<file path="config.mk">
export PLATFORM = sky130hd
export DESIGN_NAME = alloc_sequence_patcher
export DESIGN_NICKNAME = d
export VERILOG_FILES = /design/src/rtl/aseqp_pkg.sv /design/src/rtl/alloc_sequence_patcher.sv /design/src/rtl/aseqp_cfg.sv /design/src/rtl/aseqp_rewrite.sv /design/src/rtl/aseqp_oqueue.sv
export SDC_FILE = /design/constraint.sdc
export NUM_CORES = 2
export LEC_CHECK = 0
export BUFFER_PORTS_ARGS = -buffer_cell sky130_fd_sc_hd__buf_4
export CORE_MARGIN = 2
export CORE_UTILIZATION = 50
export CTS_CLUSTER_SIZE = 30
export DETAILED_ROUTE_END_ITERATION = 7
export HOLD_SLACK_MARGIN = 0.03
export PLACE_DENSITY = 0.66
export SLEW_MARGIN = 30
export SYNTH_ARGS = -nofsm -noshare
export SYNTH_HDL_FRONTEND = slang
export SYNTH_SLANG_ARGS = --single-unit
</file>
<file path="constraint.sdc">
create_clock -name i_clk -period 9.5 [get_ports i_clk]
set_clock_uncertainty 0.1 [all_clocks]
set_input_delay 0 -clock i_clk [delete_from_list [all_inputs] [get_ports i_clk]]
set_output_delay 0 -clock i_clk [all_outputs]
set_load 0.05 [all_outputs]
</file>
<file path="src/rtl/aseqp_pkg.sv">
// ----------------------------------------------------------------------------
// aseqp_pkg: shared definitions for the allocation sequence patcher
// Instruction encodings, configuration codes, queue sizing and the structs
// that travel between the configuration, rewrite and output queue blocks.
// ----------------------------------------------------------------------------
package aseqp_pkg;

    localparam int COUNT_WIDTH = 16;             // width of the saturating rewrite count
    localparam int WORD_W      = 32;
    localparam int REP_W       = 16;             // width of the replacements field
    localparam int OFF_W       = 13;
    localparam int MAX_RES     = 3;              // result words one input word can cause
    localparam int OQ_DEPTH    = 16;
    localparam int PTR_W       = $clog2(OQ_DEPTH);
    localparam int OQ_SLACK    = 2 * MAX_RES;    // room for the item in flight and the next one

    // configuration register indexes
    localparam logic [1:0] CFG_MODE     = 2'd0;
    localparam logic [1:0] CFG_CALL_OFF = 2'd1;
    localparam logic [1:0] CFG_LEAF_OFF = 2'd2;

    // modes
    localparam logic MODE_ADD    = 1'b0;
    localparam logic MODE_REMOVE = 1'b1;

    // window fill levels
    localparam logic [1:0] FILL_EMPTY = 2'd0;
    localparam logic [1:0] FILL_ONE   = 2'd1;
    localparam logic [1:0] FILL_TWO   = 2'd2;

    // instruction encodings
    localparam logic [31:0] JMP_BASE     = 32'h8bc16000;
    localparam logic [31:0] ARITH_MSK    = 32'hffffc000;
    localparam logic [31:0] TADD_BITS    = 32'h83104000;
    localparam logic [31:0] SIZE_MSK     = 32'h00003fff;
    localparam logic [31:0] ADDOR_MSK    = 32'hc1effff8;
    localparam logic [31:0] ADDOR_G2     = 32'h8000a000;
    localparam logic [31:0] ADDOR_G4     = 32'h80012000;
    localparam logic [31:0] LEAF_BIT     = 32'h00100000;
    localparam logic [31:0] ADD_SIZE_OPC = 32'h84008000;
    localparam logic [31:0] MOV_SIZE_OPC = 32'h88100000;
    localparam logic [31:0] G2G4_DIFF    = 32'h00008000;

    typedef logic [WORD_W-1:0]      t_word;
    typedef logic [COUNT_WIDTH-1:0] t_count;
    typedef logic [PTR_W-1:0]       t_ptr;
    typedef logic [PTR_W:0]         t_level;

    typedef struct packed {
        logic             mode;
        logic [OFF_W-1:0] call_off;
        logic [OFF_W-1:0] leaf_off;
    } t_cfg;

    typedef struct packed {
        logic [REP_W-1:0] rep;
        logic             last;
        t_word            word;
    } t_oitem;

    typedef struct packed {
        logic [1:0]          num;    // result words written this cycle, 0 to 3
        t_oitem [MAX_RES-1:0] item;  // item[0] goes out first
    } t_push;

endpackage

</file>
<file path="src/rtl/alloc_sequence_patcher.sv">
// ----------------------------------------------------------------------------
// alloc_sequence_patcher: heap allocation sequence rewriter
// Streams SPARC instruction words and inserts or removes profiling jumps
// in three-word allocation sequences, counting the rewrites per range.
// ----------------------------------------------------------------------------
// Usage: words enter on the s_axis channel, one per transaction, with tlast on
// the final word of a code range. They leave on m_axis in their original order,
// one per transaction; m_axis_tlast marks the final word of the range and
// m_axis_tdata[47:32] then carries the number of sequences rewritten in that
// range (saturating, zero on every other word). The block sustains one word per
// cycle in both directions while m_axis_tready stays high. A word that does not
// start or continue a candidate sequence passes through the input register and
// the result queue before it is offered on m_axis; words of a candidate
// sequence are held (up to two) until the next word decides them, so
// their latency stretches by the time the following words take to arrive. A
// sequence cut off by tlast goes out unchanged. Results collect in a 16-entry
// queue; s_axis_tready drops only when more than ten words wait there, i.e.
// when the downstream side stalls. Write mode and offsets through the cfg
// channel only while the block is idle; cfg writes are always taken at once.
// ----------------------------------------------------------------------------
module alloc_sequence_patcher (
    input  logic                        i_clk,
    input  logic                        i_rst_n,
    // input words
    input  logic                        s_axis_tvalid,
    output logic                        s_axis_tready,
    input  logic [31:0]                 s_axis_tdata,   // [31:0] in_word
    input  logic                        s_axis_tlast,   // is_last
    // result words
    output logic                        m_axis_tvalid,
    input  logic                        m_axis_tready,
    output logic [47:0]                 m_axis_tdata,   // [31:0] out_word, [47:32] replacements
    output logic                        m_axis_tlast,   // out_last
    // configuration writes
    input  logic                        i_cfg_valid,
    output logic                        o_cfg_ready,
    input  logic [1:0]                  i_cfg_index,
    input  logic [aseqp_pkg::OFF_W-1:0] i_cfg_wdata
);
    import aseqp_pkg::*;

    t_cfg   cfg;
    t_push  push;
    t_oitem head;
    logic   room;
    logic   take;

    // configuration never stalls
    assign o_cfg_ready = 1'b1;

    aseqp_cfg u_cfg (
        .i_clk       (i_clk),
        .i_rst_n     (i_rst_n),
        .i_cfg_valid (i_cfg_valid),
        .i_cfg_index (i_cfg_index),
        .i_cfg_wdata (i_cfg_wdata),
        .o_cfg       (cfg)
    );

    // accept a word whenever the queue can absorb the worst case of this word
    // and the one still in the rewrite register
    assign s_axis_tready = room;
    assign take          = s_axis_tvalid && room;

    aseqp_rewrite u_rewrite (
        .i_clk   (i_clk),
        .i_rst_n (i_rst_n),
        .i_take  (take),
        .i_word  (s_axis_tdata),
        .i_last  (s_axis_tlast),
        .i_cfg   (cfg),
        .o_push  (push)
    );

    aseqp_oqueue u_oqueue (
        .i_clk   (i_clk),
        .i_rst_n (i_rst_n),
        .i_push  (push),
        .i_pop   (m_axis_tready),
        .o_valid (m_axis_tvalid),
        .o_head  (head),
        .o_room  (room)
    );

    assign m_axis_tdata = {head.rep, head.word};
    assign m_axis_tlast = head.last;

endmodule

</file>
<file path="src/rtl/aseqp_cfg.sv">
// ----------------------------------------------------------------------------
// aseqp_cfg: configuration registers
// Decodes writes on the configuration channel into mode and jump offsets.
// ----------------------------------------------------------------------------
module aseqp_cfg (
    input  logic                      i_clk,
    input  logic                      i_rst_n,
    input  logic                      i_cfg_valid,
    input  logic [1:0]                i_cfg_index,
    input  logic [aseqp_pkg::OFF_W-1:0] i_cfg_wdata,
    output aseqp_pkg::t_cfg           o_cfg
);
    import aseqp_pkg::*;

    t_cfg r_cfg;

    always_ff @(posedge i_clk) begin
        if (!i_rst_n) begin
            r_cfg <= '0;
        end else if (i_cfg_valid) begin
            case (i_cfg_index)
                CFG_MODE:     r_cfg.mode     <= i_cfg_wdata[0];
                CFG_CALL_OFF: r_cfg.call_off <= i_cfg_wdata;
                CFG_LEAF_OFF: r_cfg.leaf_off <= i_cfg_wdata;
                default: ;
            endcase
        end
    end

    assign o_cfg = r_cfg;

endmodule

</file>
<file path="src/rtl/aseqp_rewrite.sv">
// ----------------------------------------------------------------------------
// aseqp_rewrite: input register, sequence window and rewrite logic
// Registers each accepted word, matches it against the held window and
// produces up to three result words per cycle for the output queue.
// ----------------------------------------------------------------------------
module aseqp_rewrite (
    input  logic            i_clk,
    input  logic            i_rst_n,
    input  logic            i_take,
    input  aseqp_pkg::t_word i_word,
    input  logic            i_last,
    input  aseqp_pkg::t_cfg i_cfg,
    output aseqp_pkg::t_push o_push
);
    import aseqp_pkg::*;

    logic       r_in_vld;
    t_word      r_word;
    logic       r_last;
    logic [1:0] r_fill;
    t_word      r_w0;
    t_word      r_w1;
    t_count     r_cnt;

    logic [1:0] n_fill;
    t_word      n_w0;
    t_word      n_w1;
    t_count     n_cnt;
    t_push      push;

    t_word jmp_norm;
    t_word jmp_leaf;
    logic  x_first;
    logic  x_second;
    logic  x_third;

    assign jmp_norm = JMP_BASE + WORD_W'(i_cfg.call_off);
    assign jmp_leaf = JMP_BASE + WORD_W'(i_cfg.leaf_off);

    always_comb begin
        if (i_cfg.mode == MODE_ADD) begin
            x_first  = (r_word & ARITH_MSK) == TADD_BITS;
            x_second = (r_word & ADDOR_MSK) == ADDOR_G2;
            x_third  = (r_word & ARITH_MSK) == ADD_SIZE_OPC;
        end else begin
            x_first  = (r_word == jmp_leaf) || (r_word == jmp_norm);
            x_second = (r_word & ARITH_MSK) == MOV_SIZE_OPC;
            x_third  = (r_word & ADDOR_MSK) == ADDOR_G4;
        end
    end

    always_comb begin
        logic [1:0] n;
        n      = 2'd0;
        push   = '0;
        n_fill = r_fill;
        n_w0   = r_w0;
        n_w1   = r_w1;
        n_cnt  = r_cnt;

        if (r_in_vld) begin
            case (r_fill)
                FILL_ONE: begin
                    if (x_second) begin
                        n_w1   = r_word;
                        n_fill = FILL_TWO;
                    end else begin
                        push.item[n].word = r_w0;
                        n = n + 2'd1;
                        if (x_first) begin
                            n_w0   = r_word;
                            n_fill = FILL_ONE;
                        end else begin
                            n_fill = FILL_EMPTY;
                            push.item[n].word = r_word;
                            n = n + 2'd1;
                        end
                    end
                end
                FILL_TWO: begin
                    if (x_third) begin
                        if (i_cfg.mode == MODE_ADD) begin
                            push.item[0].word = r_w1[20] ? jmp_leaf : jmp_norm;
                            push.item[1].word = MOV_SIZE_OPC + (r_w0 & SIZE_MSK);
                            push.item[2].word = r_w1 + G2G4_DIFF;
                        end else begin
                            push.item[0].word = TADD_BITS + (r_w1 & SIZE_MSK);
                            push.item[1].word = r_word - G2G4_DIFF;
                            push.item[2].word = ADD_SIZE_OPC + (r_w1 & SIZE_MSK);
                        end
                        n = 2'd3;
                        if (r_cnt != '1) begin
                            n_cnt = r_cnt + t_count'(1);
                        end
                        n_fill = FILL_EMPTY;
                    end else begin
                        push.item[0].word = r_w0;
                        push.item[1].word = r_w1;
                        n = 2'd2;
                        if (x_first) begin
                            n_w0   = r_word;
                            n_fill = FILL_ONE;
                        end else begin
                            n_fill = FILL_EMPTY;
                            push.item[n].word = r_word;
                            n = n + 2'd1;
                        end
                    end
                end
                default: begin
                    if (x_first) begin
                        n_w0   = r_word;
                        n_fill = FILL_ONE;
                    end else begin
                        n_fill = FILL_EMPTY;
                        push.item[n].word = r_word;
                        n = n + 2'd1;
                    end
                end
            endcase

            // end of range: flush the window and close out the count
            if (r_last) begin
                if (n_fill != FILL_EMPTY) begin
                    push.item[n].word = n_w0;
                    n = n + 2'd1;
                end
                if (n_fill == FILL_TWO) begin
                    push.item[n].word = n_w1;
                    n = n + 2'd1;
                end
                push.item[n - 2'd1].last = 1'b1;
                push.item[n - 2'd1].rep  = REP_W'(n_cnt);
                n_fill = FILL_EMPTY;
                n_cnt  = '0;
            end
        end
        push.num = n;
    end

    always_ff @(posedge i_clk) begin
        if (!i_rst_n) begin
            r_in_vld <= 1'b0;
            r_fill   <= FILL_EMPTY;
            r_cnt    <= '0;
        end else begin
            r_in_vld <= i_take;
            r_fill   <= n_fill;
            r_cnt    <= n_cnt;
        end
    end

    always_ff @(posedge i_clk) begin
        r_w0 <= n_w0;
        r_w1 <= n_w1;
        if (i_take) begin
            r_word <= i_word;
            r_last <= i_last;
        end
    end

    assign o_push = push;

endmodule

</file>
<file path="src/rtl/aseqp_oqueue.sv">
// ----------------------------------------------------------------------------
// aseqp_oqueue: result word queue
// Takes up to three words per cycle, hands out one per transaction and
// reports whether room remains for two more input words.
// ----------------------------------------------------------------------------
module aseqp_oqueue (
    input  logic              i_clk,
    input  logic              i_rst_n,
    input  aseqp_pkg::t_push  i_push,
    input  logic              i_pop,
    output logic              o_valid,
    output aseqp_pkg::t_oitem o_head,
    output logic              o_room
);
    import aseqp_pkg::*;

    t_oitem r_mem [OQ_DEPTH];
    t_ptr   r_wp;
    t_ptr   r_rp;
    t_level r_lvl;

    logic   pop;

    assign pop = i_pop && (r_lvl != '0);

    always_ff @(posedge i_clk) begin
        for (int k = 0; k < MAX_RES; k++) begin
            if (2'(k) < i_push.num) begin
                r_mem[t_ptr'(r_wp + t_ptr'(k))] <= i_push.item[k];
            end
        end
    end

    always_ff @(posedge i_clk) begin
        if (!i_rst_n) begin
            r_wp  <= '0;
            r_rp  <= '0;
            r_lvl <= '0;
        end else begin
            r_wp  <= r_wp + t_ptr'(i_push.num);
            r_rp  <= r_rp + t_ptr'(pop);
            r_lvl <= r_lvl + t_level'(i_push.num) - t_level'(pop);
        end
    end

    assign o_valid = (r_lvl != '0);
    assign o_head  = r_mem[r_rp];
    assign o_room  = (r_lvl <= t_level'(OQ_DEPTH - OQ_SLACK));

endmodule
</file>
Yosys cells after proc, flatten, opt, wreduce, memory -nomap -nowiden
Memory sizes are Yosys's and may differ from the RTL's. A register that Yosys moved wholly into a read port is not among the register bits.
Index checks and enable logic that the tools add are counted.
{"block": "word_totals", "ff_bits": 156, "ramBits": 784, "inputBits": 53, "output_inout_bits": 52, "word_cells": 146, "n_memories": 1}
{"block": "op_classes", "add_sub_neg": 17, "order_cmp": 10, "n_eq_ne": 13, "n_mux": 80, "reduce_logical": 12}
{"name": "u_oqueue.r_mem", "words": 16, "width": 49, "rd": 1, "rd_clocked_by_memory_dff": 1, "wr": 3, "line_no": "aseqp_oqueue.sv:17", "source": "t_oitem r_mem [OQ_DEPTH];"}
{"cell": "$mux W147", "count": 8}
{"cell": "$mux W32", "count": 23}
{"cell": "$bwmux W147", "count": 4}
{"cell": "$demux W49 S2", "count": 4}
{"cell": "$pmux W32 S2", "count": 3}
{"cell": "$add A32 B14 Y32 const A", "count": 3}
{"cell": "$mux W16", "count": 5}
{"cell": "$add A32 B13 Y32 const A", "count": 2}
{"cell": "$eq A32 B32 Y1", "count": 2}
{"cell": "$eq A18 B18 Y1 const B", "count": 3}
{"cell": "$mux W49", "count": 1}
{"cell": "$eq A23 B23 Y1 const B", "count": 2}
{"cell": "$mux W33", "count": 1}
{"cell": "$add A32 B16 Y32 const B", "count": 1}
{"cell": "$mux W2", "count": 16}
{"cell": "$sub A32 B16 Y32 const B", "count": 1}
{"cell": "$add A16 B1 Y16 const B", "count": 1}
{"cell": "$ne A16 B16 Y1 const B", "count": 1}
{"cell": "$mux W1", "count": 12}
{"cell": "$lt A2 B3 Y1 const B", "count": 3}
{"cell": "$pmux W2 S2", "count": 2}
{"cell": "$eq A2 B2 Y1 const B", "count": 3}
{"cell": "$ge A2 B1 Y1 const B", "count": 3}
{"cell": "$reduce_and A2 Y1", "count": 3}
{"cell": "other kinds (18)", "count": 25}

Logic depth before layout (Yosys ltp)
{"block": "logic_depth", "depth_word": 25, "ltp_mapped": 22, "mapped_depth_nobuf": 19}

Hierarchy
A second synthesis with hierarchy kept.
{"block": "hier_totals", "cells_unflattened": 5843, "area_unflattened_um2": 58040.7}
{"module": "aseqp_oqueue", "instances": 1, "cells_per_inst": 4448, "area_per_inst_um2": 46671.0, "seq_area_each_um2": 23802.8}
{"module": "aseqp_rewrite", "instances": 1, "cells_per_inst": 1289, "area_per_inst_um2": 10302.4, "seq_area_each_um2": 3293.2}
{"module": "aseqp_cfg", "instances": 1, "cells_per_inst": 103, "area_per_inst_um2": 1049.8, "seq_area_each_um2": 540.5}
{"module": "alloc_sequence_patcher", "instances": 1, "cells_per_inst": 3, "area_per_inst_um2": 17.5, "seq_area_each_um2": 0.0}

Least setup slack after synthesis
OpenSTA, ideal clock, no wires.
{"block": "synth_timing", "path_type": "flip-flop to flip-flop", "start": "register u_rewrite.r_in_vld", "end": "memory u_oqueue.r_mem[12][0] in the netlist's numbering (enable)", "setup_time_ns": 0.523, "arrival_time_ns": 6.832, "required_ns": 8.877, "path_slack_ns": 2.045, "stages_incl_launch_ff": 9, "path_buffers": 2, "period_less_slack_ns": 7.455, "cell_sequence": "dfxtp_1 > clkbuf_1 > nand2_1 > or2_2 > buf_1 > and2_4 > nand2_1 > nand3_1 > o21ai_0"}
{"element": "start: declaration", "line_no": "aseqp_rewrite.sv:17", "source": "logic r_in_vld;"}
{"element": "start signal: assignment", "line_no": "aseqp_rewrite.sv:147", "source": "r_in_vld <= i_take;"}
{"element": "end: declaration", "line_no": "aseqp_oqueue.sv:17"}

==> results.md <==
- Status: complete, but fails checks
- Failing checks: DRC
- Initial DRC count: 8380
- Initial core utilization: 50.44%
- Crit Path Category: flop to flop
- CTS tree: done
- Critical Path Start: u_rewrite.r_word[17]
- Yosys cell types: 111
- Dominant cell type by area after synthesis: edfxtp_1
- Vias: 43.68k
- Global route total overflow: 0
- Worst hold slack: 0.07498 ns
- Max Clk Rate: 147.4 MHz
- Sequential element share of the synthesized area: 52.86%
- Root Buffer: clkbuf_16
- Overall Power: 0.01156 W
- Layout cells sized above 1: 19.04%
- Synth-to-Final Area Change: 13.17%
- Flops & latches, synth: 940
- Commonest cells post-synth: edfxtp_1, nand2_1, o221ai_1, nor2_1, clkbuf_1
- RR Endpoint: u_oqueue.r_mem[12][27]
- Mapped Cells: 4396
- Reg2Reg Setup Slack: 2.71 ns
- Most frequent cell after synthesis: edfxtp_1
- Post CTS Setup Buffer Count: 0
- Core outline area: 103600 sq um
- Reg area: 27660 sq um
- Number of synthesized flops with an enable pin: 881
- Placed wire-length estimate: 122000 microns
- I/O Buffers: 103
- Crit. End Element: flop
- Syn. warnings: 0
- Nets: 4508
- Final core occ: 57.09%
- Total GRT Usage: 37.09%
- Die X-Extent: 327.4 microns
- Period minus WS final: 6.786 ns
- Worst Setup Start Kind: flop
- Netlist Area Pre-Place: 52280 sq um
- Leak: 18.02 nW
- CTS clk-pin slew, worst paths: 0.06 ns
- Net Count, Synth: 4476
- Gpl congestion: 1.043
- CTS resizes: 0
- MaxCap Viol Count: 0
- CTS Hold Buffers Added: 121
- Max Fanout on Critical Path: 24
- Vias per cell: 7.411
- Largest net degree at the start of global routing: 66
- Synth Flop Type: edfxtp_1
- Setup TNS: 0 ns
- Initial antenna violation count: 5
- Worst EP required: 9.81 ns
- Critical path arrival: 7.10 ns
- First-pass DRT Iterations: 8
- Filler instances: 8437
- Clk_lat worst skew: 0.72 ns
- DIE AREA: 107200 sq um
- Synth top area share: 50.60%
- First-pass GRT wire length: 289200 microns
- Total wire length: 203200 microns
- Critical Path Sink: u_oqueue.r_mem[12][27]
- Slew HR: 22.18%
- Ports: 105
- R2R depth: 15
- Synth async-reset ratio: 0%
- Setup-failing EPs final: 0
- Pwr dens: 195.4 nW/um^2
- Die height: 327.4 microns
- HP Class: input pin to flop
- H-tree depth: 3
- Multi-input gate area: 22880 sq um
- Final hold violation count: 0
- Fin crit share: 71.43%
- Vias in the first global route: 41.47k
- Routed len/inst: 34.47 microns
- RSZ-0062 raised after global routing: no
- Peak supply drop: 155.2 uV
- # placed instances: 5582
- # DRC: 5
- Non-Filler Instances: 5894
- Worst slew pin tran: 1.158 ns
- Antenna-violating nets left: 0
- Bufs on Longest Clock Path: 3
- # rows: 118
- R2R Path Start: u_rewrite.r_word[17]
- CTS Buf Count: 101
- Syn_area_per_cell: 11.89 sq um
- Clock sinks: 940
- Slew Viols, Final: 0
- Largest cells by area after synthesis: edfxtp_1, mux4_2, o221ai_1
-- metal layers --
layer | vias up | track usage, % | routed length, microns
met5 | - | 0 | 89
met4 | 6 | 17.57 | 11890
met3 | 913 | 13.80 | 33310
met2 | 4114 | 54.63 | 87260
met1 | 21240 | 48.63 | 70610
li1 | 17410 | - | -
-- metrics by stage --
stage          cell area, sq um  setup slack, ns
2_1_floorplan             52280            2.045
3_3_place_gp              54340            2.882
3_5_place_dp              54540            2.857
4_1_cts                   59010            2.851
5_1_grt                   59160            2.546
6_report                  59170            2.714
-- cell families (layout without fill, tap and decap cells) --
kind of cell | count (synthesis) | after routing | share of synthesized area [%]
compound gates | 1186 | 1186 | 17.92
flops | 940 | 940 | 52.86
fa+ha+maj | 27 | 27 | 0.6749
simple gates | 1368 | 1368 | 11.79
buf+inv | 537 | 652 | 4.583
mux | 274 | 274 | 11.12
other cells | 1 | 4 | 0.007173
xor+xnor | 63 | 63 | 1.055
-- cells in the final DEF, fill, tap and decap left out, types with 52 or more instances in the layout --
cell | Yosys | final
and2_1 | 57 | 56
a21oi_1 | 120 | 109
edfxtp_1 | 881 | 881
nand2_1 | 723 | 723
mux4_2 | 245 | 245
o221ai_1 | 433 | 433
dfxtp_1 | 59 | 52
buf_4 | 22 | 274
nor2_1 | 296 | 285
inv_1 | 61 | 61
clkbuf_16 | 0 | 103
o211ai_1 | 58 | 58
o21ai_0 | 94 | 79
o22ai_1 | 85 | 85
a22oi_1 | 100 | 100
dlygate4sd3_1 | 0 | 121
-- worst min-delay path by stage --
stage / startpoint / to / slack, ns / cells after the start
2_1_floorplan: s_axis_tlast / u_rewrite.r_last / -0.001 / 0
3_3_place_gp: s_axis_tdata[16] / u_rewrite.r_word[16] / 0.08 / 1
3_5_place_dp: s_axis_tdata[16] / u_rewrite.r_word[16] / 0.08 / 1
4_1_cts: i_cfg_wdata[12] / u_cfg.o_cfg[12] / 0.04 / 4
5_1_grt: i_cfg_wdata[12] / u_cfg.o_cfg[25] / 0.09 / 4
6_report: i_cfg_wdata[12] / u_cfg.o_cfg[12] / 0.07 / 4
-- power breakdown --
part / leakage (nW) / internal, W / switching, W
clock: 1.58 / 0.00224 / 0.00172
combinational: 8.02 / 0.00109 / 0.00161
sequential: 8.42 / 0.00472 / 0.000184
-- sequential cells by signal (all words and copies together), names as in the netlist --
signal / cells
u_cfg.o_cfg: 27
u_oqueue.r_lvl: 5
u_oqueue.r_mem: 784
u_oqueue.r_rp: 4
u_oqueue.r_wp: 4
u_rewrite.r_cnt: 16
u_rewrite.r_fill: 2
u_rewrite.r_in_vld: 1
u_rewrite.r_last: 1
u_rewrite.r_w0: 32
u_rewrite.r_w1: 32
u_rewrite.r_word: 32
-- worst max-delay path, stage by stage, from the launching register on --
cell	delay, ns
edfxtp_1	0.50
or4_4	0.62
nor4_4	0.32
and4_1	0.34
o21a_1	0.72
nor3_2	0.06
buf_4	0.26
o21ai_0	0.33
ha_1	0.34
nand2b_1	0.19
or3_1	0.54
nor2_4	0.18
a311o_2	0.67
nor2_1	0.17
a221oi_4	0.82
o221ai_1	0.26
-- cell type report --
cell class              instances  share of cell area, %
diodes                          3                0.01269
inverters                      63                 0.4081
well taps                    1380                  2.918
clock buffers                 133                  4.614
flip-flops and latches        940                  46.75
multi-input cells            2919                  38.66
clock inverters                53                 0.8987
repair buffers                403                  5.739
Note: power is estimated with default switching activity, not from simulation.
